**src/design/mtne_pkg.sv**
```systemverilog
`default_nettype none
package mtne_pkg;

   localparam int PENDING_DEPTH_DEF = 32;
   localparam int TICK_BITS_DEF     = 32;
   localparam int FRACTION_BITS_DEF = 16;

   localparam int BEAT_W  = 48;
   localparam int TEMPO_W = 24;
   localparam int VEL_W   = 16;
   localparam int KIND_W  = 3;
   localparam int TPQ_W   = 15;
   localparam int NUM_W   = 32;
   localparam int NBC_W   = 3;

   localparam logic [TPQ_W-1:0] TPQ_RESET     = 15'd480;
   localparam logic [NBC_W-1:0] NUM_MAX_BYTES = 3'd4;

   localparam logic [7:0] META_STATUS  = 8'hFF;
   localparam logic [7:0] SYSEX_STATUS = 8'hF0;
   localparam logic [7:0] SYSEX_ESCAPE = 8'hF7;
   localparam logic [7:0] TEMPO_TYPE   = 8'h51;
   localparam logic [3:0] NIB_OFF      = 4'h8;
   localparam logic [3:0] NIB_ON       = 4'h9;
   localparam logic [3:0] NIB_PROGRAM  = 4'hC;
   localparam logic [3:0] NIB_PRESSURE = 4'hD;

   typedef enum logic [2:0] {
      KIND_NOTE,
      KIND_TEMPO,
      KIND_RS_ERR,
      KIND_TRUNC,
      KIND_FULL
   } kind_type;

   typedef enum logic [3:0] {
      PH_DELTA,
      PH_STATUS,
      PH_ONE_DATA,
      PH_DATA1,
      PH_DATA2,
      PH_META_TYPE,
      PH_META_LEN,
      PH_TEMPO,
      PH_SYSEX_LEN,
      PH_SKIP
   } phase_type;

   typedef enum logic [3:0] {
      SQ_IDLE,
      SQ_IMM,
      SQ_CLOSE,
      SQ_DIV,
      SQ_NOTE,
      SQ_OPEN,
      SQ_EOT,
      SQ_FLUSH,
      SQ_FINISH
   } seq_state_type;

   typedef struct packed {
      logic [3:0] ch;
      logic [7:0] pitch;
      logic [7:0] vel;
   } entry_type;

   typedef struct packed {
      logic [3:0] ch;
      logic [7:0] pitch;
   } key_type;

   typedef struct packed {
      logic shift;
      logic load;
      logic occupied;
   } cell_ctl_type;

   typedef struct packed {
      logic [KIND_W-1:0]  kind;
      logic [BEAT_W-1:0]  start_beat;
      logic [BEAT_W-1:0]  length_beats;
      logic [7:0]         pitch;
      logic [VEL_W-1:0]   velocity;
      logic [TEMPO_W-1:0] tempo_us;
      logic               last_result;
   } result_type;

   // round(v * 2^14 / 127), using 2^14 = 129 * 127 + 1
   function automatic logic [VEL_W-1:0] vel_q14(input logic [7:0] v);
      logic [VEL_W-1:0] base;
      base = VEL_W'(v) * VEL_W'(129);
      return base + VEL_W'(v >= 8'd64) + VEL_W'(v >= 8'd191);
   endfunction

endpackage
`default_nettype wire

```
**src/design/mtne_div.sv**
```systemverilog
`default_nettype none
module mtne_div #(
   parameter int TICK_BITS     = mtne_pkg::TICK_BITS_DEF,
   parameter int FRACTION_BITS = mtne_pkg::FRACTION_BITS_DEF
) (
   input  wire                            clock,
   input  wire                            reset,
   input  wire                            start,
   input  wire  [TICK_BITS-1:0]           ticks,
   input  wire  [mtne_pkg::TPQ_W-1:0]     tpq,
   output logic                           busy,
   output logic [mtne_pkg::BEAT_W-1:0]    quotient
);

   localparam int NW = TICK_BITS + FRACTION_BITS + 2;
   localparam int CW = $clog2(NW + 1);
   localparam int DW = mtne_pkg::TPQ_W + 1;

   logic [NW-1:0] num_ff, num_in;
   logic [DW-1:0] rem_ff, rem_in;
   logic [DW-1:0] den_ff, den_in;
   logic [CW-1:0] cnt_ff, cnt_in;
   logic          busy_ff, busy_in;

   logic [mtne_pkg::TPQ_W-1:0] tpq_e;
   logic [DW:0]                rem_sh;
   logic                       ge;

   assign tpq_e  = (tpq == '0) ? mtne_pkg::TPQ_W'(1) : tpq;
   assign rem_sh = {rem_ff, num_ff[NW-1]};
   assign ge     = rem_sh >= {1'b0, den_ff};

   // round half up: (2 * ticks * 2^F + tpq) / (2 * tpq), one quotient bit per cycle
   always_comb begin
      num_in  = num_ff;
      rem_in  = rem_ff;
      den_in  = den_ff;
      cnt_in  = cnt_ff;
      busy_in = busy_ff;
      if (start) begin
         num_in  = NW'({ticks, {(FRACTION_BITS + 1){1'b0}}}) + NW'(tpq_e);
         rem_in  = '0;
         den_in  = {tpq_e, 1'b0};
         cnt_in  = CW'(NW);
         busy_in = 1'b1;
      end else if (busy_ff) begin
         num_in = {num_ff[NW-2:0], ge};
         rem_in = ge ? DW'(rem_sh - {1'b0, den_ff}) : DW'(rem_sh);
         cnt_in = cnt_ff - CW'(1);
         if (cnt_ff == CW'(1)) begin
            busy_in = 1'b0;
         end
      end
   end

   always_ff @(posedge clock) begin
      if (reset) begin
         busy_ff <= 1'b0;
         cnt_ff  <= '0;
      end else begin
         busy_ff <= busy_in;
         cnt_ff  <= cnt_in;
      end
      num_ff <= num_in;
      rem_ff <= rem_in;
      den_ff <= den_in;
   end

   assign busy     = busy_ff;
   assign quotient = mtne_pkg::BEAT_W'(num_ff);

endmodule
`default_nettype wire

```
**config.mk**
```make
export PLATFORM = sky130hd
export DESIGN_NAME = mtne_div
export DESIGN_NICKNAME = d
export VERILOG_FILES = /design/src/design/mtne_pkg.sv /design/src/design/mtne_div.sv
export SDC_FILE = /design/constraint.sdc
export NUM_CORES = 1
export LEC_CHECK = 0
export BUFFER_PORTS_ARGS = -buffer_cell sky130_fd_sc_hd__buf_2
export CORE_ASPECT_RATIO = 1.4
export CORE_MARGIN = 3
export CORE_UTILIZATION = 56
export CTS_CLUSTER_SIZE = 12
export DETAILED_ROUTE_END_ITERATION = 8
export PLACE_DENSITY = 0.83
export SKIP_LAST_GASP = 1
export SLEW_MARGIN = 10
export SYNTH_ARGS = -nofsm -noshare
export SYNTH_HDL_FRONTEND = slang
export SYNTH_SLANG_ARGS = --single-unit
```
**constraint.sdc**
```tcl
create_clock -name clock -period 3.1 [get_ports clock]
set_clock_uncertainty 0.05 [all_clocks]
set_input_delay 0.155 -clock clock [delete_from_list [all_inputs] [get_ports clock]]
set_output_delay 0.155 -clock clock [all_outputs]
set_load 0.005 [all_outputs]
```
## After elaboration in Yosys (flattened, before gate mapping)

Index checks and enable logic that the tools add are counted.
W data, S select, Z words.

- Register bits after elaboration: 88
- Word-level logic and storage cells: 23
- Input port bits: 50
- Output and inout bits: 49

- Mux-type cells: 9
- Add/sub/neg operators: 3
- Reductions and logical operators: 3
- $lt $le $gt $ge: 1
- Equal/unequal tests: 1

Operators by type and width:

| operator | number |
|---|---|
| $mux W50 | 2 |
| $add A49 B15 Y50 | 1 |
| $ge A17 B16 Y1 | 1 |
| $mux W16 | 1 |
| $sub A16 B16 Y16 | 1 |
| $logic_not A15 Y1 | 1 |
| $mux W15 | 1 |
| $mux W6 | 2 |
| $eq A6 B1 Y1 const B | 1 |
| $sub A6 B1 Y6 const B | 1 |
| $mux W1 | 3 |
| $reduce_bool A2 Y1 | 1 |
| $reduce_or A2 Y1 | 1 |

## Depth between registers and ports, before layout

- Depth after elaboration: 4
- Depth in mapped cells: 10
- Depth with buffers taken out: 9

## Worst setup path after synthesis

OpenSTA, ideal clock, no wires.

- Path kind: register to register
- From: register rem_ff[0]
- To: register rem_ff[3]
- Data required time: 2.928 ns
- Arrival: 2.224 ns
- Period minus slack after synthesis: 2.396 ns
- Cell stages (with the launch flop): 11
- Library setup time: 0.122 ns
- Buffers on the path: 1
- Slack: 0.704 ns
- Cells stage by stage: dfxtp_1 inv_1 ha_1 fa_1 nor2b_1 o211ai_1 a21oi_1 o21a_1 nor2_2 buf_6 a221o_1

- Word-level cells in the longest chain between the ends: 2
- Elaborated cells between the ends (all ways): 3
- Those cells by class: add/sub (1); order compare (1); mux (1)

Ends and longest elaborated chain:

| what | RTL line | source |
|---|---|---|
| from (decl) | mtne_div.sv:20 | `logic [DW-1:0] rem_ff, rem_in;` |
| from (signal assigned) | mtne_div.sv:65 | `rem_ff <= rem_in;` |
| $sub A16 B16 Y16 / $ge A17 B16 Y1 (equally long branches) | mtne_div.sv:48, mtne_div.sv:31 |  |
| $mux W16 (*) | mtne_div.sv:48 | `rem_in = ge ? DW'(rem_sh - {1'b0, den_ff}) : DW'(rem_sh);` |

Every way passes the cells marked *; elsewhere a longest branch is shown, timed or not.
A chain may end at the register's enable or synchronous reset.

## Worst setup path after layout

- From: register rem_ff[11]
- To: register rem_ff[3]

- Word-level cells in the longest chain between the ends: 2

Ends and longest elaborated chain:

| what | RTL line | source |
|---|---|---|
| $ge A17 B16 Y1 | mtne_div.sv:31 | `assign ge = rem_sh >= {1'b0, den_ff};` |
| $mux W16 | mtne_div.sv:48 |  |

No other way between the ends.

==> impl_metrics.csv <==
group,metric,value,unit
synth,synthCells,436,
placed_design,io_buffer_count,98,
floorplan,fp.dieH,117,um
sta,fin_setup_tns,0,ns
placed_design,dpl.cell_count,561,
layout,final_cells,590,
setup_path,required,3.28,ns
floorplan,pin_count,99,
sta,max-slew-margin-rel,0.472,
clocking,post_cts_buffers,0,
synth,ys.flop_type,"edfxtp_1",
power_and_ir_drop,total_leakage_power,2.26,nW
setup_path,critPathCaptureType,"flip-flop",
floorplan,floorplan.initialDensity,0.591,
clocking,clk_latency,0.34,ns
sta,fmax,368,MHz
synth,asyncSetResetFlopFracSynth,0,
synth,netlist_top_cells_area,"edfxtp_1 (40%), mux2_2 (11%), dfxtp_1 (9.3%)",
synth,yosysSeqAreaShare,0.489,
power_and_ir_drop,vdd_drop_max,0.471,mV
drt,postRouteAntennaNets,0,
synth,syn-num-nets,504,
placed_design,post-dp-hpwl,7220,um
sta,setup_viol,0,
sta,hold_viol,0,
drt,drt_iter0_markers,368,
sta,worst_pin_slew,0.789,ns
synth,synth_edf_count,65,
drt,vias,3435,
synth,synthMuxAreaShare,0.111,
drt,drc,0,
setup_path,crit_fanout,15,
floorplan,fp.coreArea,8340,sq um
clocking,cts.sinks,88,
layout,final_nets,552,
sta,rsz0062_at_grt,"false",
layout,diodes,0,
synth,yosys.area.top_type,"edfxtp_1",
clocking,cts_root_buf,"clkbuf_16",
hold_path,hold_class,"primary input to flip-flop",
floorplan,fp.dieArea,9990,sq um
global_route,grt_overflow,0,
layout,drive_gt1_frac,0.350,
sta,period_share,0.876,
run,max-cap-violations,0,
sta,period_minus_slack,2.72,ns
global_route,grt_pass1_vias,3515,
drt,wl_per_cell,17.5,um
synth,synthAdderAreaFrac,0.0472,
layout,final_area,5480,sq um
synth,ys_warn_count,0,
placed_design,gp_congestion,0.904,
drt,first_pass_iters,5,
floorplan,die_w,85.3,um
power_and_ir_drop,p_total,0.00295,W
synth,synthXorXnorAreaFrac,0.0249,
global_route,grt_usage,0.215,
layout,fill_cells,562,
synth,ys_seq_elements,88,
sta,finalWorstSetupSlack,0.384,ns
clocking,h-tree-depth,3,
synth,syn_avg_cell_area,11.3,sq um
clocking,clockBufferDepth,2,
sta,slew_viol_final,0,
clocking,cts_tree,"yes",
placed_design,dpl_worst_slack,0.427,ns
global_route,grt_max_degree,58,
synth,synth-compound-area-share,0.101,
clocking,cts_buffers,9,
power_and_ir_drop,power.density_cell_area,539,nW/um^2
floorplan,placementRows,39,
clocking,cts.reportedPaths.clkPinSlew,0.06,ns
drt,viasPerCell,5.82,
synth,mappedNetlistArea,4930,sq um
run_status,status,"complete, no violations",
setup_path,crit_path_start_kind,"flip-flop",
placed_design,placed_area,5080,sq um
setup_path,critPathArrivalTime,2.89,ns
global_route,antenna_found_initial,0,
synth,ys_types,61,
synth,synth-simple-area-share,0.107,
synth,synth_top_family_by_area,"buffers and inverters",
layout,area_growth,11.1,%
synth,yosysTopAreaCellShare,0.396,
global_route,grt_pass1_wl,16700,um
setup_path,path_class,"flip-flop to flip-flop",
drt,wl,10300,um
==> through the flow <==
step / hold slack (ns) / utilization
floorplan: 0.174 / -
global placement: 0.309 / 0.608
detailed placement: 0.313 / 0.608
CTS: 0.0193 / 0.657
global route: 0.0306 / 0.657
finish: 0.0219 / 0.657
==> flip-flops by register name (all words and copies together), names as in the netlist <==
| register | cells |
|---|---|
| num_ff | 50 |
| rem_ff | 16 |
| den_ff | 15 |
| cnt_ff | 6 |
| busy | 1 |
==> repair_timing <==
item | 4_1_cts | 5_1_grt
gates resized for setup | 0 | 0
hold buffers | 14 | 0
hold endpoints to repair | 14 | 0
==> critical path, stage by stage, from the launching register on <==
cell	delay (ns)
dfxtp_1	0.34
ha_1	0.36
and2_1	0.18
a311o_2	0.41
nor2b_4	0.16
a311oi_4	0.62
a2111oi_1	0.18
a221o_1	0.29
==> cells in the final DEF (no fill, tap or decap), types with 8 or more instances in the layout <==
cell,count
dfxtp_1,23
dlygate4sd3_1,14
ha_1,17
o21ai_0,9
buf_2,98
mux2_2,46
clkbuf_16,9
nor2_1,20
a21oi_1,8
nor3_1,9
nand4_1,10
inv_1,22
nand2_1,20
edfxtp_1,65
==> synth_stat cells (all sizes together) (7+ instances only) <==
master	n
clkbuf	27
nand4	10
ha	17
nor2b	8
xnor2	7
a21oi	8
edfxtp	65
dfxtp	23
mux2	46
o21ai	13
nor2	21
nand2	20
xor2	7
inv	23
nor3	9
buf	52
==> report_power, final <==
group          switching [W]  leakage, nW  internal [W]  total (W)
clock network       0.000438        0.126      0.000538   0.000976
registers          0.0000600        0.840       0.00139    0.00145
logic               0.000278         1.29      0.000245   0.000523
total               0.000776         2.26       0.00218    0.00295
==> final cells by class <==
class                           count  area [sq um]  share of cell area
Inverter                           24          90.1              0.0164
Sequential cell                    88          2410               0.440
Multi-Input combinational cell    245          1930               0.352
Clock buffer                       10           229              0.0418
Timing Repair Buffer              116           661               0.121
Tap cell                          102           128              0.0233
Clock inverter                      5          33.8             0.00616
==> worst paths after layout <==
check	from	to	slack (ns)	depth (start not counted)
worst max-delay path	rem_ff[11]	rem_ff[3]	0.38	7
worst min-delay path	reset	cnt_ff[5]	0.02	2
worst max register to register	rem_ff[11]	rem_ff[3]	0.38	7
worst min register to register	rem_ff[5]	rem_ff[5]	0.47	2
==> per-layer routing <==
layer	vias up	wire, um	GRT usage
met5	-	0	0
met4	0	334	0.107
met3	30	640	0.0630
met2	149	5470	0.386
met1	1619	3850	0.230
li1	1637	-	-
==> cell families (layout without fill, tap and decap cells) <==
| kind of cell | count (synthesis) | in the layout |
|---|---|---|
| AOI/OAI and AO/OA | 64 | 64 |
| xor gates and xnor gates | 14 | 14 |
| adders and majority gates | 18 | 18 |
| buffers and inverters | 103 | 155 |
| DFF | 88 | 88 |
| muxes | 49 | 49 |
| and+or+nand+nor | 100 | 100 |
(Power assumes the default switching activity.)
