===== src/design/mtne_pkg.sv =====
`default_nettype none
package mtne_pkg;

   localparam int PENDING_DEPTH_DEF = 32;
   localparam int TICK_BITS_DEF     = 32;
   localparam int FRACTION_BITS_DEF = 16;

   localparam int BEAT_W  = 48;
   localparam int TEMPO_W = 24;
   localparam int VEL_W   = 16;
   localparam int KIND_W  = 3;
   localparam int TPQ_W   = 15;
   localparam int NUM_W   = 32;
   localparam int NBC_W   = 3;

   localparam logic [TPQ_W-1:0] TPQ_RESET     = 15'd480;
   localparam logic [NBC_W-1:0] NUM_MAX_BYTES = 3'd4;

   localparam logic [7:0] META_STATUS  = 8'hFF;
   localparam logic [7:0] SYSEX_STATUS = 8'hF0;
   localparam logic [7:0] SYSEX_ESCAPE = 8'hF7;
   localparam logic [7:0] TEMPO_TYPE   = 8'h51;
   localparam logic [3:0] NIB_OFF      = 4'h8;
   localparam logic [3:0] NIB_ON       = 4'h9;
   localparam logic [3:0] NIB_PROGRAM  = 4'hC;
   localparam logic [3:0] NIB_PRESSURE = 4'hD;

   typedef enum logic [2:0] {
      KIND_NOTE,
      KIND_TEMPO,
      KIND_RS_ERR,
      KIND_TRUNC,
      KIND_FULL
   } kind_type;

   typedef enum logic [3:0] {
      PH_DELTA,
      PH_STATUS,
      PH_ONE_DATA,
      PH_DATA1,
      PH_DATA2,
      PH_META_TYPE,
      PH_META_LEN,
      PH_TEMPO,
      PH_SYSEX_LEN,
      PH_SKIP
   } phase_type;

   typedef enum logic [3:0] {
      SQ_IDLE,
      SQ_IMM,
      SQ_CLOSE,
      SQ_DIV,
      SQ_NOTE,
      SQ_OPEN,
      SQ_EOT,
      SQ_FLUSH,
      SQ_FINISH
   } seq_state_type;

   typedef struct packed {
      logic [3:0] ch;
      logic [7:0] pitch;
      logic [7:0] vel;
   } entry_type;

   typedef struct packed {
      logic [3:0] ch;
      logic [7:0] pitch;
   } key_type;

   typedef struct packed {
      logic shift;
      logic load;
      logic occupied;
   } cell_ctl_type;

   typedef struct packed {
      logic [KIND_W-1:0]  kind;
      logic [BEAT_W-1:0]  start_beat;
      logic [BEAT_W-1:0]  length_beats;
      logic [7:0]         pitch;
      logic [VEL_W-1:0]   velocity;
      logic [TEMPO_W-1:0] tempo_us;
      logic               last_result;
   } result_type;

   // round(v * 2^14 / 127), using 2^14 = 129 * 127 + 1
   function automatic logic [VEL_W-1:0] vel_q14(input logic [7:0] v);
      logic [VEL_W-1:0] base;
      base = VEL_W'(v) * VEL_W'(129);
      return base + VEL_W'(v >= 8'd64) + VEL_W'(v >= 8'd191);
   endfunction

endpackage
`default_nettype wire


===== src/design/mtne_cell.sv =====
`default_nettype none
module mtne_cell #(
   parameter int TICK_BITS = mtne_pkg::TICK_BITS_DEF
) (
   input  wire                        clock,
   input  mtne_pkg::cell_ctl_type     ctl,
   input  mtne_pkg::key_type          key,
   input  mtne_pkg::entry_type        next_entry,
   input  wire  [TICK_BITS-1:0]       next_start,
   input  mtne_pkg::entry_type        new_entry,
   input  wire  [TICK_BITS-1:0]       new_start,
   output mtne_pkg::entry_type        entry,
   output logic [TICK_BITS-1:0]       start_tick,
   output logic                       hit
);

   mtne_pkg::entry_type  entry_ff, entry_in;
   logic [TICK_BITS-1:0] start_ff, start_in;

   always_comb begin
      entry_in = entry_ff;
      start_in = start_ff;
      if (ctl.load) begin
         entry_in = new_entry;
         start_in = new_start;
      end else if (ctl.shift) begin
         entry_in = next_entry;
         start_in = next_start;
      end
   end

   always_ff @(posedge clock) begin
      entry_ff <= entry_in;
      start_ff <= start_in;
   end

   assign entry      = entry_ff;
   assign start_tick = start_ff;
   assign hit = ctl.occupied && (entry_ff.ch == key.ch) && (entry_ff.pitch == key.pitch);

endmodule
`default_nettype wire


===== config.mk =====
export PLATFORM = sky130hd
export DESIGN_NAME = mtne_cell
export DESIGN_NICKNAME = d
export VERILOG_FILES = /design/src/design/mtne_pkg.sv /design/src/design/mtne_cell.sv
export SDC_FILE = /design/constraint.sdc
export NUM_CORES = 1
export LEC_CHECK = 0
export BUFFER_PORTS_ARGS = -buffer_cell sky130_fd_sc_hd__buf_2
export CAP_MARGIN = 20
export CORE_ASPECT_RATIO = 1.25
export CORE_MARGIN = 2
export CORE_UTILIZATION = 42
export CTS_CLUSTER_SIZE = 12
export DETAILED_ROUTE_END_ITERATION = 8
export PLACE_DENSITY = 0.84
export SLEW_MARGIN = 20
export SYNTH_ARGS = -nofsm -noshare
export SYNTH_HDL_FRONTEND = slang
export SYNTH_SLANG_ARGS = --single-unit

===== constraint.sdc =====
create_clock -name clock -period 2.9 [get_ports clock]
set_input_delay 0.435 -clock clock [delete_from_list [all_inputs] [get_ports clock]]
set_output_delay 0.435 -clock clock [all_outputs]
set_load 0.05 [all_outputs]

**Word-level counts from Yosys, hierarchy flattened**

Cells that the tools add are included.

- Eq/ne operators: 2
- Muxes and demuxes: 4
- Reductions and logical operators: 3

Operator list:

| operator | count |
|---|---|
| $mux 32 | 2 |
| $mux 20 | 2 |
| $eq 8x8->1 | 1 |
| $eq 4x4->1 | 1 |
| $logic_and 1x1->1 | 2 |
| $reduce_bool 2->1 | 1 |

- Bits in registers: 52
- Bits of input ports: 120
- Output and inout bits: 53
- Word-level logic and storage cells: 13

**Longest topological paths before layout**

Gate-level depths: netlist of run 1.

- Depth after elaboration: 3
- Gate-level depth with buffers: 3
- Mapped depth without buffers: 3

**Least setup slack after synthesis of run 1**

Ideal clock, no wire load.

- Path type: register to output
- Start: register entry_ff, in the netlist entry[9]
- End: output hit
- Arrival: 2.472 ns
- Data required time: 2.465 ns
- Path slack: -0.007 ns
- Cell stages (with the launch flop): 4
- Buffers on the path: 0
- Path through: edfxtp_1 > xnor2_1 > nand3_1 > nor4_1

- Longest elaborated chain between the ends: 2

Ends and longest elaborated chain:

| element | RTL line | RTL |
|---|---|---|
| start, declared | mtne_cell.sv:17 | `mtne_pkg::entry_type entry_ff, entry_in;` |
| start signal, assigned | mtne_cell.sv:33 | `entry_ff <= entry_in;` |
| $eq 8x8->1 | mtne_cell.sv:39 | `assign hit = ctl.occupied && (entry_ff.ch == key.ch) && (entry_ff.pitch == key.pitch);` |
| $logic_and 1x1->1 | mtne_cell.sv:39 |  |
| end, declared | mtne_cell.sv:14 | `output logic hit` |

No other way between the ends.

**Final worst setup path of run 1**

- Start: register entry_ff, in the netlist entry[11]
- End: output hit

Same word-level chain as after synthesis.

==> results.toml, run 1 <==
[run_status]
status = "finished clean"

[min_path]
hold_path_depth = 2
min_path_type = "input pin to register"
min_to = "start_tick[1]"
min-delay-start = "next_start[1]"

[timing]
whs_ns = 0.436
hold_violations = 0
fin_crit_ns = 1.99
rsz0062_at_grt = "false"
tns_ns = 0
clock.fmax_mhz = 503
setup_viol = 0
worst_pin_slew_ns = 0.651
fin_crit_sh = 0.685
relSlewSlack = 0.566
drv_slew = 0

[detailed_routing]
wl_per_cell_um = 14.5
initialDrtViolationCount = 100
vias = 1769
drcViolationCount = 0
drt-total-wl_um = 5620
drt_first_pass_iters = 4
antenna_left = 0
viasPerCell = 4.57

[grt]
grt_max_degree = 28
gr-usage-all-layers = 0.160
antenna_found_initial = 0
grt_pass1_wl_um = 8180
grt_pass1_vias = 1814
gr-total-overflow = 0

[worst_setup_path]
critPathSlowestCell = "edfxtp_1"
path_cells = "xnor2_1, nand4_1, nor4_2, buf_2"
crit_path_start_kind = "register"
critPathCaptureType = "output port"
worst-path-max-fanout = 2
worstSetupPathType = "register to output port"
cpPeakStageDelay_ns = 0.43
required_ns = 2.47
critPathArrivalTime_ns = 1.55

[clock_network]
cts_tree = "built"
path_clk_slew_ns = 0.09
clk_path_buf_depth = 2
post-cts-setup-buffers = 0
cts_resized = 0
cts_buffers = 5
hold_buffers = 0
numClockSinks = 52
root_buffer = "clkbuf_8"
cts_max_level = 2

[yosys]
yosys.area.top_type = "edfxtp_1"
syn_nets = 248
synth_warnings = 0
async_reset_ff_frac = 0
syn_avg_cell_area_um2 = 20.2
ys_ff_latch = 52
synth_flop_cell = "edfxtp_1"
netlist-cell-type-count = 11
synthTopCellsByCount = "edfxtp_1, mux2_4, xnor2_1"
synth_top_area_share = 0.605
yosys-top-cells-area = "edfxtp_1, mux2_4, xnor2_1, buf_12, mux2_2"
synth_edf_count = 52
seq_area_frac_synth = 0.605
yosysMostFrequentCell = "edfxtp_1"
synthCells = 128
syn_area_um2 = 2580

[placed_design]
place_area_um2 = 3480
io_buffers = 172
gp_congestion = 0.737
post-dp-hpwl_um = 4600

[cells_and_area]
drive_gt1_frac = 0.770
final_area_um2 = 3580
area_delta_synth_final_pct = 38.8
layout.nets = 424
fill_cells = 473
n_antenna_cell = 0

[power_and_ir_drop]
power_density_nw_per_um2 = 569
switching_share = 0.318
p_int_mw = 1.39
p_leak_nw = 1.73
p_switching_mw = 0.649
p_clk_frac = 0.230
vdd_drop_max_mv = 0.288
p_seq_frac = 0.467
p_comb_frac = 0.303

[floorplanning]
die_h_um = 91.7
initial_core_util = 0.441
die_area_um2 = 6790
ios = 173
fp.dieW_um = 74.1
rows = 31
core_area_um2 = 5860

[job]
max-cap-violations = 0
[metrics by stage]
stage	power [mW]	util	setup WS, ns	std cells
2_1_floorplan	1.42	-	0.556	128
3_3_place_gp	1.58	0.594	1.02	379
3_5_place_dp	1.59	0.594	0.966	379
4_1_cts	2.06	0.612	0.862	387
5_1_grt	2.12	0.612	0.778	387
6_report	2.04	0.612	0.913	387
[worst max path at each step]
stage	startpoint	end	slack, ns	cells past startpoint
2_1_floorplan	entry[11]	hit	0.56	3
3_3_place_gp	ctl[1]	start_tick[15]	1.02	3
3_5_place_dp	ctl[1]	start_tick[0]	0.97	3
4_1_cts	entry[11]	hit	0.86	4
5_1_grt	entry[17]	hit	0.78	4
6_report	entry[11]	hit	0.91	4
[layout make-up]
class                   instances  area [µm²]  area share
well taps                      82         103      0.0286
clock inverters                 3        37.5      0.0105
clock buffers                   5        68.8      0.0192
multi-input cells              70         915       0.255
repair buffers                175         898       0.251
flip-flops and latches         52        1560       0.436
[critical path, delay by kind of cell, from the launching register on]
family                 cells  cell delay (ns)
flip-flops                 1             0.43
AND/OR/NAND/NOR            2             0.36
buffers and inverters      1             0.29
XOR/XNOR                   1             0.17
[sequential cells by signal, indices dropped and copies added, names as in the netlist]
name / count
start_tick: 32
entry: 20
[kinds of logic (layout without fill, tap and decap cells)]
family,count (synthesis),after routing,share of synthesized area
xor+xnor,12,12,0.0407
flops,52,52,0.605
simple gates,6,6,0.0131
mux,52,52,0.298
buf+inv,6,183,0.0431
[cells in the final DEF (no fill, tap or decap)]
| master | netlist | final |
|---|---|---|
| buf_4 | 0 | 3 |
| clkinv_1 | 0 | 2 |
| nor4_2 | 0 | 1 |
| or2_2 | 0 | 1 |
| nand3_1 | 1 | 1 |
| bufinv_16 | 0 | 1 |
| nand2_1 | 1 | 1 |
| clkbuf_8 | 0 | 5 |
| xnor2_1 | 12 | 12 |
| edfxtp_1 | 52 | 52 |
| mux2_4 | 49 | 49 |
| buf_2 | 0 | 171 |
| mux2_2 | 3 | 3 |
| buf_12 | 5 | 1 |
| nand4_1 | 2 | 2 |
[power groups by stage]
stage	logic, mW	registers [mW]	clock network (mW)
2_1_floorplan	0.159	1.26	0
3_3_place_gp	0.614	0.966	0
3_5_place_dp	0.622	0.969	0
4_1_cts	0.623	0.953	0.485
5_1_grt	0.645	0.959	0.511
6_report	0.618	0.951	0.469
[layer usage]
layer	share of wire	track usage
met2	0.59	0.321
met3	0.055	0.0231
met5	0	0
met1	0.33	0.151
met4	0.022	0.0697
Power figures use the tool's default switching activity.
==> inputs of run 2 (changes only) <==
==> constraint.sdc (replaced) <==
create_clock -name clock -period 2 [get_ports clock]
set_input_delay 0.3 -clock clock [delete_from_list [all_inputs] [get_ports clock]]
set_output_delay 0.3 -clock clock [all_outputs]
set_load 0.05 [all_outputs]
==> results.toml, run 2 (synthesis results as in run 1) <==
[timing]
tns_ns = 0
rsz0062_at_grt = "false"
hold_violations = 0
relSlewSlack = 0.768
fin_crit_sh = 0.946
fin_crit_ns = 1.89
worst_pin_slew_ns = 0.348
clock.fmax_mhz = 528
setup_viol = 0
setup_slack_ns = 0.107
drv_slew = 0

[grt]
grt_max_degree = 31
grt_pass1_vias = 1745
gr-usage-all-layers = 0.153
antenna_found_initial = 0
grt_pass1_wl_um = 7800
gr-total-overflow = 0

[power_and_ir_drop]
totalPowerFinal_mw = 2.96
power_density_nw_per_um2 = 823
p_switching_mw = 0.947
switching_share = 0.320
p_comb_frac = 0.305
p_int_mw = 2.02
vdd_drop_max_mv = 0.480
p_leak_nw = 1.74
p_seq_frac = 0.464
p_clk_frac = 0.231

[cells_and_area]
layout.nets = 425
largest_reg_flops = 32
area_delta_synth_final_pct = 39.5
final_common_cell = "buf_2"
mostFrequentLayoutCells = "buf_2, edfxtp_1, mux2_4"
fill_cells = 428
drive_gt1_frac = 0.771
n_antenna_cell = 0

[detailed_routing]
drt_first_pass_iters = 4
viasPerCell = 4.54
drcViolationCount = 0
wl_per_cell_um = 14.4
drt-total-wl_um = 5600
antenna_left = 0
vias = 1760
initialDrtViolationCount = 78

[worst_setup_path]
crit_path_start_kind = "register"
worstSetupPathType = "register to output port"
critPathCaptureType = "output port"
critPathArrivalTime_ns = 1.59
required_ns = 1.70
worst-path-max-fanout = 2

[clock_network]
cts_buffers = 5
numClockSinks = 52
hold_buffers = 0
post-cts-setup-buffers = 0
cts_tree = "built"
cts_max_level = 2
cts_resized = 0
root_buffer = "clkbuf_8"
path_clk_slew_ns = 0.09
clk_path_buf_depth = 2

[floorplanning]
die_area_um2 = 6790
rows = 31
die_h_um = 91.7
initial_core_util = 0.441
fp.dieW_um = 74.1
core_area_um2 = 5860
ios = 173

[placed_design]
dpl_worst_slack_ns = 0.402
io_buffers = 172
post-dp-hpwl_um = 4570
gp_congestion = 0.790

[min_path]
min_path_type = "input pin to register"

[job]
max-cap-violations = 0

[run_status]
status = "finished clean"
run 2: area by class of cell:
cell class              instances  area, µm²  share of cell area
flip-flops and latches         52       1560               0.434
multi-input cells              70        923               0.257
well taps                      82        103              0.0285
repair buffers                176        906               0.252
clock inverters                 3       37.5              0.0104
clock buffers                   5       68.8              0.0191
run 2: power by group through the flow:
stage / Combinational [mW] / Clock, mW / Sequential, mW
2_1_floorplan: 0.234 / 0 / 1.83
3_3_place_gp: 0.896 / 0 / 1.40
3_5_place_dp: 0.911 / 0 / 1.40
4_1_cts: 0.912 / 0.709 / 1.38
5_1_grt: 0.942 / 0.749 / 1.39
6_report: 0.903 / 0.684 / 1.37
run 2: critical path, stage by stage (launching register included):
cell and delay [ns]:
edfxtp_1 0.41, xnor2_1 0.17, nand4_1 0.17, nor4_4 0.26
buf_2 0.29
run 2: layer usage:
layer	global-route usage	vias up	wire [µm]
li1	-	842	-
met1	0.138	828	1820
met2	0.310	80	3310
met3	0.0297	10	341
met4	0.0591	0	127
met5	0	-	0
run 2: metrics by stage:
step	utilization	hold slack, ns	area (µm²)	std cells
2_1_floorplan	-	0.517	2600	128
3_3_place_gp	0.596	0.599	3490	380
3_5_place_dp	0.596	0.603	3490	380
4_1_cts	0.615	0.290	3600	388
5_1_grt	0.615	0.282	3600	388
6_report	0.615	0.302	3600	388
run 2: final timing paths:
check,end,from,depth (start not counted),slack [ns]
max,hit,entry[11],4,0.11
min,start_tick[10],new_start[10],2,0.30
==> inputs of run 3 (changes only) <==
--- a/config.mk
+++ b/config.mk
@@ -9,10 +9,10 @@
 export CAP_MARGIN = 20
 export CORE_ASPECT_RATIO = 1.25
 export CORE_MARGIN = 2
-export CORE_UTILIZATION = 42
+export CORE_UTILIZATION = 28
 export CTS_CLUSTER_SIZE = 12
 export DETAILED_ROUTE_END_ITERATION = 8
-export PLACE_DENSITY = 0.84
+export PLACE_DENSITY = 0.61
 export SLEW_MARGIN = 20
 export SYNTH_ARGS = -nofsm -noshare
 export SYNTH_HDL_FRONTEND = slang
==> results.toml, run 3 (synthesis results as in run 1) <==
[run_status]
status = "finished clean"

[detailed_routing]
highest_layer = "met4"
drt-met1-wl_um = 2210
initialDrtViolationCount = 42
antenna_left = 0
dr_wl_met3_um = 396
drcViolationCount = 0
drt-total-wl_um = 5780
viasPerCell = 4.10
drt_first_pass_iters = 3
wl_met2_um = 3120
vias = 1757
wl_per_cell_um = 13.5

[timing]
fin_crit_sh = 0.942
setup_slack_ns = 0.116
clock.fmax_mhz = 531
relSlewSlack = 0.754
rsz0062_at_grt = "false"
worst_pin_slew_ns = 0.370
tns_ns = 0
setup_viol = 0
drv_slew = 0
fin_crit_ns = 1.88
hold_violations = 0

[clock_network]
hold_buffers = 0
post-cts-setup-buffers = 0
cts_max_level = 2
numClockSinks = 52
root_buffer = "clkbuf_16"
cts_buffers = 5
cts_tree = "built"
cts_resized = 0
clk_path_buf_depth = 2
path_clk_slew_ns = 0.07

[power_and_ir_drop]
power_density_nw_per_um2 = 867
vdd_drop_max_mv = 0.324
p_leak_nw = 1.77

[worst_setup_path]
critPathCaptureType = "output port"
required_ns = 1.70
crit_path_start_kind = "register"
worstSetupPathType = "register to output port"
worst-path-max-fanout = 2
critPathSlowestCell = "edfxtp_1"
path_cells = "xnor2_1, nand4_1, nor4_4, clkbuf_4"
worst-path-buf-inv = 1
critPathArrivalTime_ns = 1.58
cpPeakStageDelay_ns = 0.41
crit_family = "simple AND/OR/NAND/NOR gates"

[cells_and_area]
layout.nets = 425
largest_reg_flops = 32
area_delta_synth_final_pct = 44.3
n_antenna_cell = 0
mostFrequentLayoutCells = "buf_2, edfxtp_1, mux2_4"
drive_gt1_frac = 0.775
fin_cells = 429
final_common_cell = "buf_2"

[floorplanning]
fp.dieW_um = 89.9
die_h_um = 111
core_area_um2 = 9080
die_area_um2 = 10000
initial_core_util = 0.284
ios = 173
rows = 39

[grt]
grt_pass1_wl_um = 8910
gr-usage-all-layers = 0.111
antenna_found_initial = 0
grt_pass1_vias = 1885
gr-total-overflow = 0
grt_max_degree = 39

[job]
max-cap-violations = 0

[min_path]
hold_path_depth = 2
min_to = "start_tick[2]"
min-delay-start = "new_start[2]"
min_path_type = "input pin to register"

[placed_design]
gp_congestion = 0.771
placedCellCount = 421
post-dp-hpwl_um = 4630
io_buffers = 172
dpl_worst_slack_ns = 0.340
## run 3: area by class of cell
type	count	area, µm²
repair buffers	176	921
clock buffers	6	129
clock inverters	2	35.0
multi-input cells	70	923
fillers	875	5350
well taps	123	154
flip-flops and latches	52	1560
## run 3: how the worst max path moves through the flow
| stage | start | cells after the start | endpoint | slack [ns] |
|---|---|---|---|---|
| 2_1_floorplan | entry[11] | 3 | hit | 0.06 |
| 3_3_place_gp | key[7] | 5 | hit | 0.37 |
| 3_5_place_dp | entry[15] | 4 | hit | 0.34 |
| 4_1_cts | entry[15] | 4 | hit | 0.02 |
| 5_1_grt | entry[15] | 4 | hit | 0.004 |
| 6_report | entry[15] | 4 | hit | 0.12 |
## run 3: stage by stage
step	total power, mW	utilization	instance area, µm²	hold WS [ns]
final	3.23	0.410	3720	0.314
after global routing	3.36	0.410	3720	0.302
after CTS	3.29	0.410	3720	0.304
after detailed placement	2.32	0.392	3560	0.603
after global placement	2.31	0.392	3560	0.601
after floorplan	2.07	-	2600	0.517
## run 3: where the power goes
| part | switching [mW] | internal (mW) |
|---|---|---|
| Combinational | 0.589 | 0.315 |
| Clock | 0.356 | 0.589 |
| Sequential | 0.0400 | 1.34 |
| Total | 0.985 | 2.24 |
## run 3: routing by layer
metal,vias to the layer above,global-route usage
li1,845,-
met2,94,0.214
met4,0,0.0308
met5,-,0
met1,816,0.122
met3,2,0.0264
